**config.mk**
```make
export PLATFORM = sky130hd
export DESIGN_NAME = text_word_wrapper
export DESIGN_NICKNAME = d
export VERILOG_FILES = /design/src/tww_pkg.sv /design/src/tww_fifo.sv /design/src/tww_front.sv /design/src/tww_back.sv /design/src/text_word_wrapper.sv
export SDC_FILE = /design/constraint.sdc
export NUM_CORES = 1
export LEC_CHECK = 0
export BUFFER_PORTS_ARGS = -buffer_cell sky130_fd_sc_hd__buf_2
export CORE_MARGIN = 5
export CORE_UTILIZATION = 50
export CTS_CLUSTER_DIAMETER = 50
export DETAILED_ROUTE_END_ITERATION = 6
export GPL_ROUTABILITY_DRIVEN = 0
export PLACE_DENSITY = 0.66
export SYNTH_ARGS = -nofsm -noshare
export SYNTH_HDL_FRONTEND = slang
export SYNTH_HIERARCHICAL = 1
export SYNTH_SLANG_ARGS = --single-unit
export TNS_END_PERCENT = 20
```
**constraint.sdc**
```tcl
create_clock -name clk -period 15.25 [get_ports clk]
set_input_delay 3.05 -clock clk [delete_from_list [all_inputs] [get_ports clk]]
set_output_delay 3.05 -clock clk [all_outputs]
set_load 0.005 [all_outputs]
```
**src/tww_pkg.sv**
```systemverilog
package tww_pkg;

  localparam int MAX_WORD_DEF = 32;
  localparam int LW_W         = 10;
  localparam int POS_W        = 11;
  localparam int NEED_W       = POS_W + 1;
  localparam int CMDQ_DEPTH   = 4;
  localparam int OUTQ_DEPTH   = 4;

  localparam logic [LW_W-1:0] LINE_WIDTH_RST = 10'd80;

  localparam logic [7:0] CH_TAB = 8'd9;
  localparam logic [7:0] CH_NL  = 8'd10;
  localparam logic [7:0] CH_CR  = 8'd13;
  localparam logic [7:0] CH_SP  = 8'd32;

  typedef enum logic [2:0] {
    OP_STORE,
    OP_DROP,
    OP_FLUSH,
    OP_PARA,
    OP_EOT
  } op_t;

  typedef struct packed {
    op_t        op;
    logic [7:0] chr;
  } cmd_t;

  typedef struct packed {
    logic [7:0] data;
    logic       last;
    logic       ovf;
    logic       trunc;
  } res_t;

endpackage

```
**src/tww_fifo.sv**
```systemverilog
module tww_fifo #(
  parameter int WIDTH = 8,
  parameter int DEPTH = 4
) (
  input  logic                           clk,
  input  logic                           rst,
  input  logic                           wr_en,
  input  logic [WIDTH-1:0]               wr_data,
  output logic                           full,
  input  logic                           rd_en,
  output logic [WIDTH-1:0]               rd_data,
  output logic                           empty,
  output logic [$clog2(DEPTH+1)-1:0]     count
);

  localparam int PW = (DEPTH > 1) ? $clog2(DEPTH) : 1;
  localparam int CW = $clog2(DEPTH + 1);

  logic [WIDTH-1:0] mem [DEPTH];
  logic [PW-1:0]    wptr;
  logic [PW-1:0]    rptr;
  logic             do_wr;
  logic             do_rd;

  assign empty   = (count == '0);
  assign full    = (count == CW'(DEPTH));
  assign rd_data = mem[rptr];
  assign do_wr   = wr_en && !full;
  assign do_rd   = rd_en && !empty;

  always_ff @(posedge clk) begin
    if (rst) begin
      wptr  <= '0;
      rptr  <= '0;
      count <= '0;
    end else begin
      if (do_wr) begin
        wptr <= (wptr == PW'(DEPTH - 1)) ? '0 : wptr + 1'b1;
      end
      if (do_rd) begin
        rptr <= (rptr == PW'(DEPTH - 1)) ? '0 : rptr + 1'b1;
      end
      if (do_wr && !do_rd) begin
        count <= count + 1'b1;
      end else if (do_rd && !do_wr) begin
        count <= count - 1'b1;
      end
    end
  end

  always_ff @(posedge clk) begin
    if (do_wr) begin
      mem[wptr] <= wr_data;
    end
  end

endmodule

```
**src/tww_front.sv**
```systemverilog
module tww_front #(
  parameter int MAX_WORD = 32
) (
  input  logic          clk,
  input  logic          rst,
  input  logic          push,
  input  logic          q_full,
  input  logic          action,
  input  logic [7:0]    char_code,
  output logic          cmd_wr,
  output tww_pkg::cmd_t cmd
);

  import tww_pkg::*;

  localparam int LW = $clog2(MAX_WORD + 1);

  logic          nl_seen;
  logic          para_end;
  logic [LW-1:0] fcount;
  logic          white;

  assign cmd_wr = push && !q_full;
  assign white  = (char_code == CH_SP) || (char_code >= CH_TAB && char_code <= CH_CR);

  always_comb begin
    cmd.chr = char_code;
    priority if (action) begin
      cmd.op = OP_EOT;
    end else if (white) begin
      if (char_code == CH_NL && nl_seen && !para_end) begin
        cmd.op = OP_PARA;
      end else begin
        cmd.op = OP_FLUSH;
      end
    end else if (fcount < LW'(MAX_WORD)) begin
      cmd.op = OP_STORE;
    end else begin
      cmd.op = OP_DROP;
    end
  end

  always_ff @(posedge clk) begin
    if (rst) begin
      nl_seen  <= 1'b0;
      para_end <= 1'b0;
      fcount   <= '0;
    end else if (cmd_wr) begin
      priority if (action) begin
        nl_seen  <= 1'b0;
        para_end <= 1'b0;
        fcount   <= '0;
      end else if (white) begin
        fcount <= '0;
        if (char_code == CH_NL) begin
          priority if (!nl_seen) begin
            nl_seen <= 1'b1;
          end else if (!para_end) begin
            nl_seen  <= 1'b0;
            para_end <= 1'b1;
          end
        end
      end else begin
        nl_seen  <= 1'b0;
        para_end <= 1'b0;
        if (fcount < LW'(MAX_WORD)) begin
          fcount <= fcount + 1'b1;
        end
      end
    end
  end

endmodule

```
**src/tww_back.sv**
```systemverilog
module tww_back #(
  parameter int MAX_WORD   = 32,
  parameter int OUT_DEPTH  = 4
) (
  input  logic                              clk,
  input  logic                              rst,
  input  logic [tww_pkg::LW_W-1:0]          line_width,
  input  logic                              cmd_empty,
  input  tww_pkg::cmd_t                     cmd,
  output logic                              cmd_pop,
  input  logic [$clog2(OUT_DEPTH+1)-1:0]    res_count,
  output logic                              res_wr,
  output tww_pkg::res_t                     res
);

  import tww_pkg::*;

  localparam int LW = $clog2(MAX_WORD + 1);
  localparam int AW = (MAX_WORD > 1) ? $clog2(MAX_WORD) : 1;
  localparam int CW = $clog2(OUT_DEPTH + 1);

  typedef enum logic {ST_IDLE, ST_RUN} state_t;

  state_t           state;
  logic [LW-1:0]    len;
  logic [LW-1:0]    wlen;
  logic [LW-1:0]    widx;
  logic [POS_W-1:0] pos;
  logic             pre_valid;
  logic [7:0]       pre_byte;
  logic [1:0]       tail_n;
  logic             ovf;
  logic             trunc;
  logic             s1_valid;
  logic             s1_lit;
  logic [7:0]       s1_byte;
  logic             s1_last;
  logic [7:0]       mem [MAX_WORD];
  logic [7:0]       mem_rdata;

  logic              can_issue;
  logic              word_left;
  logic              run_done;
  logic              issue;
  logic              last_now;
  logic [NEED_W-1:0] need;
  logic [NEED_W-1:0] npos;
  logic              brk;
  logic              sp;
  logic              novf;

  assign can_issue = ({1'b0, res_count} + (CW+1)'(s1_valid)) < (CW+1)'(OUT_DEPTH);
  assign cmd_pop   = (state == ST_IDLE) && !cmd_empty;
  assign word_left = widx < wlen;
  assign run_done  = !pre_valid && !word_left && (tail_n == 2'd0);
  assign issue     = (state == ST_RUN) && can_issue && !run_done;

  always_comb begin
    priority if (pre_valid) begin
      last_now = 1'b0;
    end else if (word_left) begin
      last_now = ((LW+1)'(widx) + (LW+1)'(1) == (LW+1)'(wlen)) && (tail_n == 2'd0);
    end else begin
      last_now = (tail_n == 2'd1);
    end
  end

  // placement of the pending word on the current line
  always_comb begin
    need = NEED_W'(pos) + NEED_W'(len) + NEED_W'(pos != '0);
    brk  = (pos != '0) && (need > NEED_W'(line_width));
    sp   = (pos != '0) && !brk;
    npos = (brk ? '0 : NEED_W'(pos)) + NEED_W'(sp) + NEED_W'(len);
    novf = (len != '0) && (npos > NEED_W'(line_width));
  end

  assign res_wr     = s1_valid;
  assign res.data   = s1_lit ? s1_byte : mem_rdata;
  assign res.last   = s1_last;
  assign res.ovf    = ovf;
  assign res.trunc  = trunc;

  always_ff @(posedge clk) begin
    if (rst) begin
      state     <= ST_IDLE;
      len       <= '0;
      wlen      <= '0;
      widx      <= '0;
      pos       <= '0;
      pre_valid <= 1'b0;
      tail_n    <= 2'd0;
      ovf       <= 1'b0;
      trunc     <= 1'b0;
      s1_valid  <= 1'b0;
    end else begin
      s1_valid <= issue;
      unique case (state)
        ST_IDLE: begin
          if (cmd_pop) begin
            unique case (cmd.op)
              OP_STORE: len   <= len + 1'b1;
              OP_DROP:  trunc <= 1'b1;
              default: begin
                wlen      <= len;
                widx      <= '0;
                len       <= '0;
                pre_valid <= (len != '0) && (brk || sp);
                pre_byte  <= brk ? CH_NL : CH_SP;
                if (novf) begin
                  ovf <= 1'b1;
                end
                if (cmd.op == OP_PARA || cmd.op == OP_EOT) begin
                  pos <= '0;
                end else if (len != '0) begin
                  pos <= npos[POS_W-1:0];
                end
                tail_n <= (cmd.op == OP_PARA) ? 2'd2 : (cmd.op == OP_EOT) ? 2'd1 : 2'd0;
                state  <= ST_RUN;
              end
            endcase
          end
        end
        ST_RUN: begin
          if (run_done) begin
            state <= ST_IDLE;
          end else if (issue) begin
            priority if (pre_valid) begin
              pre_valid <= 1'b0;
            end else if (word_left) begin
              widx <= widx + 1'b1;
            end else begin
              tail_n <= tail_n - 2'd1;
            end
          end
        end
        default: state <= ST_IDLE;
      endcase
    end
  end

  always_ff @(posedge clk) begin
    if (issue) begin
      s1_lit  <= pre_valid || !word_left;
      s1_byte <= pre_valid ? pre_byte : CH_NL;
      s1_last <= last_now;
    end
  end

  // word store
  always_ff @(posedge clk) begin
    if (cmd_pop && cmd.op == OP_STORE) begin
      mem[len[AW-1:0]] <= cmd.chr;
    end
    if (issue && !pre_valid && word_left) begin
      mem_rdata <= mem[widx[AW-1:0]];
    end
  end

endmodule

```
**src/text_word_wrapper.sv**
```systemverilog
// channel   direction  handshake              payload
// input     in         push / full            action, char_code
// result    out        pop / empty            out_byte, last_of_run, line_overflow,
//                                             word_truncated
// config    in         cfg_valid / cfg_ready  cfg_data (line_width)
//
// The emit engine stores a text byte in the word store, or drops it once the word
// is full; whitespace and end of text start a run that emits the bytes, one per
// cycle while the result queue has room, from the word store's single read port.
// Input and emit engine are split by a 4-word command queue; results leave
// through a 4-word queue, so either side may stall without blocking the other.
// Synchronous reset; line_width resets to 80, cfg_ready is always high.
module text_word_wrapper #(
  parameter int MAX_WORD = tww_pkg::MAX_WORD_DEF
) (
  input  logic                     clk,
  input  logic                     rst,
  input  logic                     push,
  output logic                     full,
  input  logic                     action,
  input  logic [7:0]               char_code,
  output logic                     empty,
  input  logic                     pop,
  output logic [7:0]               out_byte,
  output logic                     last_of_run,
  output logic                     line_overflow,
  output logic                     word_truncated,
  input  logic                     cfg_valid,
  output logic                     cfg_ready,
  input  logic [tww_pkg::LW_W-1:0] cfg_data
);

  import tww_pkg::*;

  localparam int OCW = $clog2(OUTQ_DEPTH + 1);
  localparam int QCW = $clog2(CMDQ_DEPTH + 1);

  logic [LW_W-1:0] line_width;
  logic            cmd_wr;
  cmd_t            cmd_in;
  cmd_t            cmd_out;
  logic            cmd_empty;
  logic            cmd_pop;
  logic [QCW-1:0]  cmd_count;
  logic            res_wr;
  res_t            res_in;
  res_t            res_out;
  logic            res_full;
  logic [OCW-1:0]  res_count;

  assign cfg_ready = 1'b1;

  always_ff @(posedge clk) begin
    if (rst) begin
      line_width <= LINE_WIDTH_RST;
    end else if (cfg_valid && cfg_ready) begin
      line_width <= cfg_data;
    end
  end

  tww_front #(.MAX_WORD(MAX_WORD)) u_front (
    .clk       (clk),
    .rst       (rst),
    .push      (push),
    .q_full    (full),
    .action    (action),
    .char_code (char_code),
    .cmd_wr    (cmd_wr),
    .cmd       (cmd_in)
  );

  tww_fifo #(.WIDTH($bits(cmd_t)), .DEPTH(CMDQ_DEPTH)) u_cmdq (
    .clk     (clk),
    .rst     (rst),
    .wr_en   (cmd_wr),
    .wr_data (cmd_in),
    .full    (full),
    .rd_en   (cmd_pop),
    .rd_data (cmd_out),
    .empty   (cmd_empty),
    .count   (cmd_count)
  );

  tww_back #(.MAX_WORD(MAX_WORD), .OUT_DEPTH(OUTQ_DEPTH)) u_back (
    .clk        (clk),
    .rst        (rst),
    .line_width (line_width),
    .cmd_empty  (cmd_empty),
    .cmd        (cmd_out),
    .cmd_pop    (cmd_pop),
    .res_count  (res_count),
    .res_wr     (res_wr),
    .res        (res_in)
  );

  tww_fifo #(.WIDTH($bits(res_t)), .DEPTH(OUTQ_DEPTH)) u_outq (
    .clk     (clk),
    .rst     (rst),
    .wr_en   (res_wr),
    .wr_data (res_in),
    .full    (res_full),
    .rd_en   (pop),
    .rd_data (res_out),
    .empty   (empty),
    .count   (res_count)
  );

  assign out_byte       = res_out.data;
  assign last_of_run    = res_out.last;
  assign line_overflow  = res_out.ovf;
  assign word_truncated = res_out.trunc;

endmodule

```
==> out/metrics.yaml, run 1 <==
status:
  status: "complete, no violations"
floorplanning:
  start_util_pct: 50.2
  die_y_um: 204
  io_pins: 38
  dieArea_mm2: 0.0416
  dieWidth_um: 204
  row_count: 71
  core_area_mm2: 0.0374
synth:
  ys_ff_latch: 430
  synth_area_mm2: 0.0188
  syn_area_per_cell_um2: 16.2
  ys_seq_area_share_pct: 64.9
  synth_top_cells_by_count: "358 x edfxtp_1, 93 x nor2_1, 83 x mux4_2"
  yosys.area.top_type: "edfxtp_1"
  synthFlopType: "edfxtp_1"
  synth_edf_count: 358
  async_reset_ff_share_pct: 0
  synth_most_common_cell: "edfxtp_1"
  syn-num-nets: 1249
  yosysTopAreaCellShare_pct: 57.2
  synthTopCellsByArea: "edfxtp_1 57%, mux4_2 9.9%, dfxtp_1 7.7%"
  synth_cell_types: 78
  syn_inst: 1163
  ys_warn_count: 6
critical_path:
  worstPathArrival_ps: 7880
  endpoint_kind: "flop"
  critPathSlowestCell: "nor4_1"
  rrSetupSlack_ps: 7820
  critPathLaunchType: "flop"
  ff2ff_path_depth: 30
  required_ps: 15700
  cp_max_fo: 8
  cp_common_cell: "a21oi_1"
  timing.rr.start: "u_back/pos[10]"
  crit_type: "reg -> reg"
  timing.rr.end: "u_back/ovf"
  cpPeakStageDelay_ps: 530
sta:
  period_minus_slack_ps: 7430
  fin_tns_setup_ps: 0
  maxSlewHeadroom_pct: 32.3
  setup_violations: 0
  hold_viol: 0
  fin_ws_ps: 7820
  tightest_slew_ps: 1020
  rsz0062_at_grt: "no"
  fin_crit_sh_pct: 48.7
  slew_viol_final: 0
  max_freq_mhz: 135
  clock_skew_ps: 14.1
place:
  portBuffers: 36
  placedInstanceArea_mm2: 0.0193
  place_hpwl_um: 23100
  post-place-ws_ps: 7930
clock_network:
  cts_setup_buffers: 0
  clk_latency_ps: 570
  cts-resized-gates: 0
  cts.sinks: 430
  cts.hold.buffers_added: 0
  cts_buffers: 48
  clkTransAtPathRegs_ps: 60
  clockBufferDepth: 3
  cts_tree: "built"
  cts_max_level: 2
  cts_root_buf: "clkbuf_16"
detailed_routing:
  drt-initial-drc-count: 735
  wl_um: 36600
  viasPerCell: 5.74
  avgRoutedWirePerCell_um: 21.0
  dr.pass1.iters: 5
  ant_nets: 0
  num_vias: 9997
  drc: 0
worst_hold_path:
  min_to: "u_back/wlen[5]"
  hp-class: "reg -> reg"
  min_from: "u_back/wlen[5]"
  hold_path_depth: 2
power_and_ir_drop:
  intPower_mw: 2.18
  finalPower_mw: 2.95
  switching_power_uw: 766
  cellLeakagePower_nw: 6.88
  seq_power_share_pct: 50.0
  power_frac_comb_pct: 13.9
  p_sw_share_pct: 26.0
  powerDensity_mw_per_mm2: 142
  ir_drop_uv: 80.6
  clockPowerShare_pct: 36.1
global_routing:
  grt_pass1_vias: 9821
  grt_pass1_wl_um: 57200
  grt_max_degree: 69
  antenna_found_initial: 0
  grtUsageTotal_pct: 17.8
  grt_overflow: 0
final_layout:
  area_delta_synth_final_pct: 10.5
  final_area_mm2: 0.0208
  fin_nets: 1282
  antenna_cells: 0
  layout-drive-gt1-share_pct: 18.9
  fin_util_pct: 55.5
run:
  maxCapViolCount: 0
[routing by layer]
layer	GRT usage, %	up-vias	share of wire [%]
met5	0	-	0
met2	27.3	253	46
met4	5.18	0	2.0
li1	-	4596	-
met3	3.11	54	5.6
met1	26.7	5094	47
[kinds of logic after synthesis]
kind of cell	synth area share [%]
AOI/OAI and AO/OA	5.17
xor gates and xnor gates	1.35
adders and majority gates	4.37
buffers and inverters	3.29
DFF	64.9
muxes	13.9
other	0.0200
and+or+nand+nor	7.01
[worst max path at each step]
stage | startpoint | slack [ps] | cells past startpoint | endpoint
3_5_place_dp | u_back/pos[10] | 7930 | 30 | u_back/ovf
4_1_cts | u_back/pos[10] | 7880 | 30 | u_back/ovf
5_1_grt | u_back/pos[10] | 7210 | 32 | u_back/ovf
6_report | u_back/pos[10] | 7820 | 30 | u_back/ovf
2_1_floorplan | u_back/pos[10] | 8920 | 30 | u_back/ovf
3_3_place_gp | u_back/pos[10] | 8100 | 30 | u_back/ovf
[final cells by class]
class,count,area (um^2)
clock inverter,23,179
sequential,430,12200
timing repair buffer,44,240
multi-input combinational,624,5980
inverter,48,233
fill,2924,16600
clock buffer,61,1290
tap,511,639
[state kept, by name, summed over array words and instances (netlist names), 3 cells and up, named ones only]
register	flops
u_outq/mem	44
u_back/len	6
u_back/widx	6
u_cmdq/count	3
u_back/mem	256
u_back/wlen	6
u_front/fcount	6
u_outq/count	3
u_back/mem_rdata	8
u_cmdq/mem	44
u_back/pos	11
line_width	10
[critical path, delay by kind of cell, from the launching register on]
family / cells / cell delay (ps)
AO/OA/AOI/OAI: 15 / 3110
adder cells (fa/ha/maj): 5 / 1920
AND/OR/NAND/NOR: 7 / 1500
flip-flops: 1 / 370
XOR/XNOR: 2 / 300
buffers and inverters: 1 / 120
[stage by stage]
step / instances / hold WS (ps)
global route: 1741 / 517
global placement: 1657 / 450
finish: 1741 / 466
detailed placement: 1657 / 461
floorplan: 1163 / 436
CTS: 1741 / 470
[power by group through the flow]
stage	registers, mW	clock network, mW	logic, mW
after floorplan	1.47	0	0.298
after global placement	1.50	0	0.401
after detailed placement	1.50	0	0.412
after CTS	1.48	1.09	0.415
after global routing	1.48	1.14	0.455
final	1.47	1.07	0.410
[placed cells by master (no fill, tap or decap), types with 7 or more instances in the layout]
cell type,netlist,routed
a31oi_1,9,9
and2_1,9,9
mux4_2,83,83
nor3_1,15,15
mux2_2,10,10
and3_1,11,11
nand3b_1,8,8
buf_2,13,36
dfxtp_1,72,70
ha_1,56,56
inv_1,43,43
mux2i_1,13,13
nor2b_1,14,14
mux4_1,19,19
nor2_1,93,93
xnor2_1,17,17
edfxtp_1,358,358
or3_1,10,10
buf_4,15,8
a21o_1,8,8
xor2_1,12,12
clkbuf_16,0,50
nand2b_1,10,10
clkinv_1,1,8
a22oi_1,7,7
a21oi_1,41,41
o21ai_0,19,19
nand2_1,48,48
clkbuf_1,20,11
nand3_1,19,19
(Power assumes the default switching activity.)
==> run 2: changes to the inputs <==
--- a/config.mk
+++ b/config.mk
@@ -11,7 +11,7 @@
 export CTS_CLUSTER_DIAMETER = 50
 export DETAILED_ROUTE_END_ITERATION = 6
 export GPL_ROUTABILITY_DRIVEN = 0
-export PLACE_DENSITY = 0.66
+export PLACE_DENSITY = 0.68
 export SYNTH_ARGS = -nofsm -noshare
 export SYNTH_HDL_FRONTEND = slang
 export SYNTH_HIERARCHICAL = 1
==> constraint.sdc (replaced) <==
create_clock -name clk -period 6 [get_ports clk]
set_input_delay 1.2 -clock clk [delete_from_list [all_inputs] [get_ports clk]]
set_output_delay 1.2 -clock clk [all_outputs]
set_load 0.005 [all_outputs]
==> run 2 against run 1 <==
Net effect: the flow now finishes with violations (setup timing); clock-buffer cell count increased by 6; clock skew increased by 5.4 ps; largest cell class unchanged; non-clock buffer count up 50; utilization up 1.5 points; sequential share of layout area shrank 1.5 points; worst setup slack worse by 8000 ps.
==> out/metrics.yaml, run 2 (synthesized netlist as in run 1, its figures left out) <==
clock_network:
  cts.sinks: 430  # unchanged
  clockBufferDepth: 3  # unchanged
  clk_latency_ps: 550  # -20 ps
  cts_max_level: 2  # unchanged
  cts_root_buf: "clkbuf_16"
  clkTransAtPathRegs_ps: 60  # about the same
  cts_buffers: 45  # -6.3%
  cts_tree: "built"
  cts.hold.buffers_added: 0  # unchanged
status:
  violations: "setup timing"
  status: "finished, violations left"
detailed_routing:
  met3_wirelength_um: 2310  # +12%
  avgRoutedWirePerCell_um: 21.0  # about the same
  drt-initial-drc-count: 740  # +0.68%
  route.met2.wl_um: 17700  # +5.6%
  wl_met1_um: 16900  # -1.1%
  ant_nets: 0  # unchanged
  wl_um: 37600  # +2.8%
  routed.top_layer: "met4"
  dr.pass1.iters: 5  # unchanged
  viasPerCell: 5.71  # -0.49%
  num_vias: 10222  # +2.3%
  drc: 0  # unchanged
sta:
  fin_crit_sh_pct: 103  # +55 points
  tightest_slew_ps: 1090  # +73.7 ps
  period_minus_slack_ps: 6210  # -1220 ps
  setup_violations: 1  # +1
  rsz0062_at_grt: "yes"
  maxSlewHeadroom_pct: 27.3  # -5.0 points
  hold_viol: 0  # unchanged
  clock_skew_ps: 19.5  # +5.41 ps
  max_freq_mhz: 161  # +20%
  slew_viol_final: 0  # unchanged
  fin_ws_ps: -208  # -8030 ps
power_and_ir_drop:
  cellLeakagePower_nw: 7.17  # +4.2%
  powerDensity_mw_per_mm2: 356  # +150%
  ir_drop_uv: 226  # +180%
  finalPower_mw: 7.58  # +160%
global_routing:
  grt_pass1_vias: 10321  # +5.1%
  grt_overflow: 0  # unchanged
  grtUsageTotal_pct: 18.3  # +0.45 points
  antenna_found_initial: 0  # unchanged
  grt_pass1_wl_um: 58900  # +2.9%
  grt_max_degree: 48  # -30%
worst_hold_path:
  hold_path_depth: 2  # unchanged
  min_from: "u_back/wlen[5]"
  hp-class: "reg -> reg"
critical_path:
  crit_start: "u_back/pos[5]"
  endpoint_kind: "flop"
  cpPeakStageDelay_ps: 380  # -150 ps
  rrSetupSlack_ps: -210  # -8030 ps
  critPathSlowestCell: "dfxtp_1"
  worstPathArrival_ps: 6640  # -1240 ps
  cp_max_fo: 3  # -5
  cp_common_cell: "buf_4"
  required_ps: 6430  # -9270 ps
  ff2ff_path_depth: 36  # +20%
  timing.rr.start: "u_back/pos[5]"
  crit_type: "reg -> reg"
  critPathLaunchType: "flop"
final_layout:
  largest_reg_flops: 256  # unchanged
  fin_nets: 1329  # +3.7%
  largest_registers: "u_back/mem x256, u_cmdq/mem x44, u_outq/mem x44"
  area_delta_synth_final_pct: 13.4
  regArea_mm2: 0.0122  # about the same
  top_register: "u_back/mem"
  stdcell_count: 1789  # +2.8%
  fillers: 2851  # -2.5%
  final_cell_mix: "358 x edfxtp_1, 91 x nor2_1, 83 x mux4_2"
  layout-drive-gt1-share_pct: 24.0  # +5.1 points
  antenna_cells: 0  # unchanged
  multi_input_area_mm2: 0.00614  # +2.8%
  final_common_cell: "edfxtp_1"
  final_area_mm2: 0.0213  # +2.7%
place:
  portBuffers: 36  # unchanged
  place_hpwl_um: 23900  # +3.4%
  dp_cells: 1691  # +2.1%
  placedInstanceArea_mm2: 0.0196  # +1.5%
  post-place-ws_ps: -441  # -8370 ps
floorplanning:
  row_count: 71  # unchanged
  die_y_um: 204  # unchanged
  io_pins: 38  # unchanged
  start_util_pct: 50.2  # unchanged
  core_area_mm2: 0.0374  # unchanged
  dieArea_mm2: 0.0416  # unchanged
  dieWidth_um: 204  # unchanged
run:
  maxCapViolCount: 0  # unchanged
run 2: cell types whose count changed in the layout (fill, tap and decap cells not counted), moves of 3 or more:
| cell | before | now |
|---|---|---|
| a21oi_1 | 41 | 37 |
| fa_2 | 0 | 4 |
| o21ai_0 | 19 | 16 |
| fa_1 | 6 | 2 |
| a21oi_2 | 3 | 7 |
| nor4_4 | 0 | 3 |
| clkbuf_16 | 50 | 47 |
| nor4_1 | 5 | 1 |
| clkinv_1 | 8 | 4 |
| buf_4 | 8 | 58 |
| clkbuf_1 | 11 | 19 |
| bufinv_16 | 1 | 5 |
run 2: stage by stage:
stage | util [%] | setup TNS [ps] | hold WS (ps)
CTS | 56.8 | -158 | 458
global placement | 52.3 | -211 | 444
detailed placement | 52.3 | -441 | 450
finish | 57.0 | -208 | 459
floorplan | - | 0 | 436
global route | 57.0 | -547 | 508
run 2: power breakdown:
group | leakage (nW) | switching, mW | internal (mW)
clock | 0.713 | 1.10 | 1.68
combinational | 2.63 | 0.699 | 0.363
sequential | 3.82 | 0.123 | 3.62
total | 7.17 | 1.92 | 5.66
run 2: cell type report:
class | instances | area share (%)
clock inverter | 15 | 1.04
inverter | 48 | 1.09
multi-input combinational | 624 | 28.8
tap | 511 | 3.00
sequential | 430 | 57.2
clock buffer | 67 | 5.92
timing repair buffer | 94 | 2.89
run 2: what timing repair did:
action / 4_1_cts / 5_1_grt
endpoints found under the setup margin: 1 / 1
gates resized for setup: 26 / 8
pin swaps: 31 / 20
setup buffers: 14 / 2
run 2: critical path, delay by kind of cell (launching register included):
family / cells / cell delay [ps]
flops: 1 / 380
simple gates: 6 / 620
compound gates: 13 / 2320
xor+xnor: 1 / 150
buf+inv: 12 / 1390
fa+ha+maj: 4 / 1240
run 2: worst paths after layout:
kind / to
hold reg to reg: u_back/wlen[5]
setup reg to reg: u_back/ovf
setup / recovery: u_back/ovf
hold / removal: u_back/wlen[5]
run 2: layer usage:
metal	vias up	track usage, %
met1	5200	26.9
met2	285	28.6
met4	0	4.70
met5	-	0
li1	4679	-
met3	58	3.35
